**config.mk**
```make
export PLATFORM = sky130hd
export DESIGN_NAME = sorted_array_priority_queue
export DESIGN_NICKNAME = d
export VERILOG_FILES = /design/src/rtl/sapq_pkg.sv /design/src/rtl/sapq_cell.sv /design/src/rtl/sorted_array_priority_queue.sv
export SDC_FILE = /design/constraint.sdc
export NUM_CORES = 2
export LEC_CHECK = 0
export BUFFER_PORTS_ARGS = -buffer_cell sky130_fd_sc_hd__buf_2
export CELL_PAD_IN_SITES_DETAIL_PLACEMENT = 1
export CELL_PAD_IN_SITES_GLOBAL_PLACEMENT = 2
export CORE_MARGIN = 3
export CORE_UTILIZATION = 38
export DETAILED_ROUTE_END_ITERATION = 12
export PLACE_DENSITY_LB_ADDON = 0.3
export SLEW_MARGIN = 10
export SYNTH_ARGS = -nofsm -noshare
export SYNTH_HDL_FRONTEND = slang
export SYNTH_HIERARCHICAL = 1
export SYNTH_SLANG_ARGS = --single-unit
export TNS_END_PERCENT = 100
```
**constraint.sdc**
```tcl
create_clock -name clk -period 4.7 [get_ports clk]
set_input_delay 0.705 -clock clk [delete_from_list [all_inputs] [get_ports clk]]
set_output_delay 0.705 -clock clk [all_outputs]
set_load 0.05 [all_outputs]
```
**src/rtl/sapq_pkg.sv**
```systemverilog
// shared types, codes and defaults for the sorted array priority queue
package sapq_pkg;

	localparam int DEPTH_DEF = 16;
	localparam int KEY_W     = 32;
	localparam int OCC_W     = 5;

	// request kinds
	localparam logic REQ_INSERT = 1'b0;
	localparam logic REQ_DELETE = 1'b1;

	// result status codes
	localparam logic [1:0] ST_OK        = 2'd0;
	localparam logic [1:0] ST_OVERFLOW  = 2'd1;
	localparam logic [1:0] ST_UNDERFLOW = 2'd2;
	localparam logic [1:0] ST_NOTFOUND  = 2'd3;

	// cell operation codes
	localparam logic [1:0] OP_NONE  = 2'd0;
	localparam logic [1:0] OP_INS   = 2'd1;
	localparam logic [1:0] OP_DEL   = 2'd2;

	typedef struct packed {
		logic                    req_type;
		logic signed [KEY_W-1:0] value;
	} req_t;

	typedef struct packed {
		logic [1:0]              status;
		logic [OCC_W-1:0]        occupancy;
		logic signed [KEY_W-1:0] largest_value;
	} rsp_t;

	// broadcast to every cell
	typedef struct packed {
		logic [1:0]              op;
		logic signed [KEY_W-1:0] value;
	} cell_cmd_t;

	// what a cell shows its neighbors
	typedef struct packed {
		logic                    valid;
		logic                    gt;
		logic                    eq;
		logic signed [KEY_W-1:0] entry;
	} cell_out_t;

endpackage

```
**src/rtl/sapq_cell.sv**
```systemverilog
// one slot of the sorted row: holds a key and moves it to or from its neighbors
module sapq_cell
	import sapq_pkg::*;
(
	input  logic      clk,
	input  logic      arst_n,
	input  cell_cmd_t cmd,
	input  cell_out_t left,
	input  logic      left_first,
	input  cell_out_t right,
	output cell_out_t self
);

	logic                    valid_q;
	logic signed [KEY_W-1:0] entry_q;
	logic                    gt;
	logic                    left_gt;

	assign gt      = valid_q && (entry_q > cmd.value);
	assign left_gt = left_first || left.gt;

	assign self.valid = valid_q;
	assign self.gt    = gt;
	assign self.eq    = valid_q && (entry_q == cmd.value);
	assign self.entry = entry_q;

	always_ff @(posedge clk or negedge arst_n) begin
		if (!arst_n) begin
			valid_q <= 1'b0;
		end else begin
			unique case (cmd.op)
				OP_INS: begin
					// filled by the new key or by the key moving down from the left
					if (!gt) valid_q <= left_gt || left.valid;
				end
				OP_DEL: begin
					if (!gt) valid_q <= right.valid;
				end
				default: begin
				end
			endcase
		end
	end

	always_ff @(posedge clk) begin
		unique case (cmd.op)
			OP_INS: begin
				// new key lands at the first slot not greater than it
				if (!gt) entry_q <= left_gt ? cmd.value : left.entry;
			end
			OP_DEL: begin
				// close the gap from the matching slot onward
				if (!gt) entry_q <= right.entry;
			end
			default: begin
			end
		endcase
	end

endmodule

```
**src/rtl/sorted_array_priority_queue.sv**
```systemverilog
// top level: row of compare-and-shift cells holding keys in descending order
// result is valid in the cycle after the request transaction is accepted
// throughput: one request per cycle while req_stall is low; every cell compares
// to the broadcast key and updates in parallel; or-reduced match flags decide a delete
// reset (arst_n low, asynchronous): queue empty, no result pending
// key storage itself is not cleared; per-slot valid bits mask it
module sorted_array_priority_queue
	import sapq_pkg::*;
#(
	parameter int DEPTH = DEPTH_DEF
) (
	input  logic clk,
	input  logic arst_n,
	input  logic req_valid,
	output logic req_stall,
	input  req_t req,
	output logic rsp_valid,
	input  logic rsp_stall,
	output rsp_t rsp
);

	localparam int CNT_W = $clog2(DEPTH + 1);

	cell_cmd_t             cmd;
	cell_out_t [DEPTH-1:0] cells;
	cell_out_t             empty_cell;
	logic [DEPTH-1:0]      eq_vec;
	logic                  found;
	logic                  accept;
	logic                  full;
	logic                  empty;
	logic [CNT_W-1:0]      count_q;
	logic [1:0]            status_q;
	logic                  rsp_valid_q;
	logic [1:0]            status_d;

	// a new request waits only while a finished result is held back
	assign req_stall = rsp_valid_q && rsp_stall;
	assign accept    = req_valid && !req_stall;

	assign full  = (count_q == CNT_W'(DEPTH));
	assign empty = (count_q == '0);

	// any stored copy of the key
	always_comb begin
		for (int i = 0; i < DEPTH; i++) eq_vec[i] = cells[i].eq;
	end
	assign found = |eq_vec;

	// decide status and what the cells do this cycle
	always_comb begin
		cmd.value = req.value;
		cmd.op    = OP_NONE;
		status_d  = ST_OK;
		if (req.req_type == REQ_INSERT) begin
			if (full) status_d = ST_OVERFLOW;
			else if (accept) cmd.op = OP_INS;
		end else begin
			if (empty) status_d = ST_UNDERFLOW;
			else if (!found) status_d = ST_NOTFOUND;
			else if (accept) cmd.op = OP_DEL;
		end
	end

	assign empty_cell = '{valid: 1'b0, gt: 1'b0, eq: 1'b0, entry: '0};

	// cell row: cell 0 is the head, each cell sees its two neighbors
	for (genvar g = 0; g < DEPTH; g++) begin : g_cell
		cell_out_t left_n;
		cell_out_t right_n;
		if (g == 0) begin : g_head
			assign left_n = empty_cell;
		end else begin : g_mid
			assign left_n = cells[g-1];
		end
		if (g == DEPTH - 1) begin : g_tail
			assign right_n = empty_cell;
		end else begin : g_body
			assign right_n = cells[g+1];
		end
		sapq_cell u_cell (
			.clk        (clk),
			.arst_n     (arst_n),
			.cmd        (cmd),
			.left       (left_n),
			.left_first (g == 0),
			.right      (right_n),
			.self       (cells[g])
		);
	end

	// occupancy and result registers
	always_ff @(posedge clk or negedge arst_n) begin
		if (!arst_n) begin
			count_q     <= '0;
			rsp_valid_q <= 1'b0;
		end else begin
			rsp_valid_q <= accept || (rsp_valid_q && rsp_stall);
			if (cmd.op == OP_INS) count_q <= count_q + CNT_W'(1);
			else if (cmd.op == OP_DEL) count_q <= count_q - CNT_W'(1);
		end
	end

	always_ff @(posedge clk) begin
		if (accept) status_q <= status_d;
	end

	// cells and count stay put while a result is pending, so the head is read live
	assign rsp_valid         = rsp_valid_q;
	assign rsp.status        = status_q;
	assign rsp.occupancy     = OCC_W'(count_q);
	assign rsp.largest_value = cells[0].valid ? cells[0].entry : '0;

endmodule

```
==> summary.txt <==
I/O pin cnt = 78
Tmin final = 4320 ps
Vias/cell = 5.43
# nets final = 5238
Clk Latency, worst-skew pair = 650 ps
Die Area = 114000 sq um
Clock buffer depth = 3
Leak pwr = 20.4 nW
CTS Buf Count = 71
Layout cells sized above 1 = 0.120
# diodes = 0
Sw power = 4.54 mW
Clock share of power = 0.363
Final period util = 0.919
Row Count = 120
Fmax = 231 MHz
Hold Vio Cnt, Final = 0
Vias in the first global route = 35400
Place WS = -315 ps
Sw frac = 0.310
Setup violations, final = 0
Routed WL = 122000 um
Multi-input combinational cell area = 23400 sq um
Starting DRT DRC Count = 1660
Vias = 33300
Crit path max-delay cell type = nor4_1
Clock Skews = 32.2 ps
Initial Util = 0.386
Classification of the worst setup path = in2reg
First-pass GRT wire length = 196000 um
Max H-tree Level = 3
CP Launch Type = input pin
CP Data Required Time = 5020 ps
Logic pwr share = 0.230
Sequential cell area = 16000 sq um
Worst-Margin Slew = 1020 ps
Routed Antenna Nets = 0
Setup Fix Bufs, Post-CTS = 0
CP arrival = 4640 ps
Largest net degree at the start of global routing = 61
Clock slew at reported path FFs = 60 ps
Setup crit end kind = flip-flop
Slowest cell delay on critical path = 830 ps
Max Transition Viols Final = 0
Synth Area per Inst = 9.47 sq um
RSZ-0062 raised after global routing = no
Setup slack after layout = 380 ps
Layout fillers = 12200
Crit Path Max Fanout = 32
MaxCap Viol Count = 0
Count of input and output buffers = 77
GRT Overall Usage = 0.216
First-pass iteration count of the detailed router = 5
Slew headroom = 0.314
Status = finished, final reports clean
Clock root buffer = clkbuf_16
Core ar. = 108000 sq um
Power Internal = 10.1 mW
DRC Markers = 0
Die height = 337 um
Placer congestion estimate = 0.826
Cts repair resizes = 0
Area grow syn2layout = 16.5%
Grt ovf = 0
Critical-path cell list = buf_2 > buf_4 > inv_1 > ha_1 > nand4_1 > nor4_1 > buf_4 > and3_1 > nor4_1 > and4_1 > or3_4 > clkinvlp_4 > buf_12 > xnor2_1 > nor2_2 > buf_12
DP HPWL = 94800 um
Final TNS setup = 0 ps
Worst IR Drop VDD = 0.243 mV
Hold WC Path Type = in2async
Final Power = 14.6 mW
CTS tree = done
Cell Area, Synth = 41700 sq um
Die Span X = 337 um
WL/cell = 19.9 um
Post-Syn Instances = 4403
Clock sinks = 536
Seq pwr share = 0.407
Post-Layout Cell Count = 6143
Yosys warning count = 6
Inst Count DP = 6017
Hold Buf Count CTS = 0
Pwr dens = 301 nW/um^2
Initial antenna violation count = 0
[cell type report]
type / count / area share
tap: 1403 / 0.0361
clock buffer: 93 / 0.0400
clock inverter: 33 / 0.00502
timing repair buffer: 308 / 0.0660
multi-input combinational: 3208 / 0.480
inverter: 562 / 0.0436
sequential: 536 / 0.329
[power by group through the flow]
stage | combinational [mW] | sequential, mW | clock [mW]
6_report | 3.36 | 5.96 | 5.31
2_1_floorplan | 2.21 | 6.03 | 0
3_3_place_gp | 3.24 | 6.07 | 0
5_1_grt | 3.73 | 6.00 | 5.65
4_1_cts | 3.38 | 5.97 | 5.48
3_5_place_dp | 3.36 | 6.06 | 0
[sequential cells by signal, indices dropped and copies added (netlist names)]
name                   count
rsp_valid                  1
status_q                   2
g_cell.u_cell/valid_q     16
count_q                    5
g_cell.u_cell/entry_q    512
[worst paths after layout]
path / from / end / slack, ps / cells past startpoint
max: req[10] / g_cell[8].u_cell/entry_q[10] / 380 / 16
min: arst_n / rsp_valid / 170 / 1
max reg2reg: g_cell[0].u_cell/entry_q[31] / g_cell[8].u_cell/entry_q[10] / 570 / 13
min reg2reg: count_q[4] / count_q[4] / 550 / 1
max in group asynchronous: arst_n / g_cell[6].u_cell/valid_q / 3960 / 1
min in group clk: req_valid / rsp_valid / 290 / 2
[per-layer routing]
layer | track usage | vias to the layer above | wire, um
met5 | 0 | - | 0
met4 | 0.0464 | 0 | 1910
met3 | 0.0225 | 95 | 3320
met2 | 0.363 | 329 | 57400
met1 | 0.299 | 16600 | 59500
li1 | - | 16300 | -
[layout by cell type, fill, tap and decap left out, drive strengths merged, types with 3 or more instances in the layout]
master	n
nand2	626
inv	562
o21ai	560
ha	514
edfxtp	514
mux2i	513
buf	308
a21oi	257
nand4	129
conb	100
clkbuf	93
nor2	81
nand3	64
nor4	37
and2	34
nor2b	33
o211ai	32
nor3	32
a221o	32
clkinv	27
dfrtp	22
xnor2	19
a211o	17
a221oi	16
a2111o	16
a21o	16
nor3b	16
o21bai	16
and3	16
a211oi	16
clkinvlp	3
bufinv	3
[critical path, delay by kind of cell]
family                     cells  cell delay (ps)
buffers and inverters          7             1370
adders and majority gates      1              340
and+or+nand+nor                7             2000
xor gates and xnor gates       1              180
[per-stage QoR]
stage | utilization | hold WS [ps] | instance area (sq um)
after floorplan | - | 409 | 42100
after global placement | 0.430 | 534 | 46400
after detailed placement | 0.430 | 543 | 46400
after CTS | 0.450 | 182 | 48600
after global routing | 0.450 | 203 | 48600
final | 0.450 | 171 | 48600
Power figures use the tool's default switching activity.
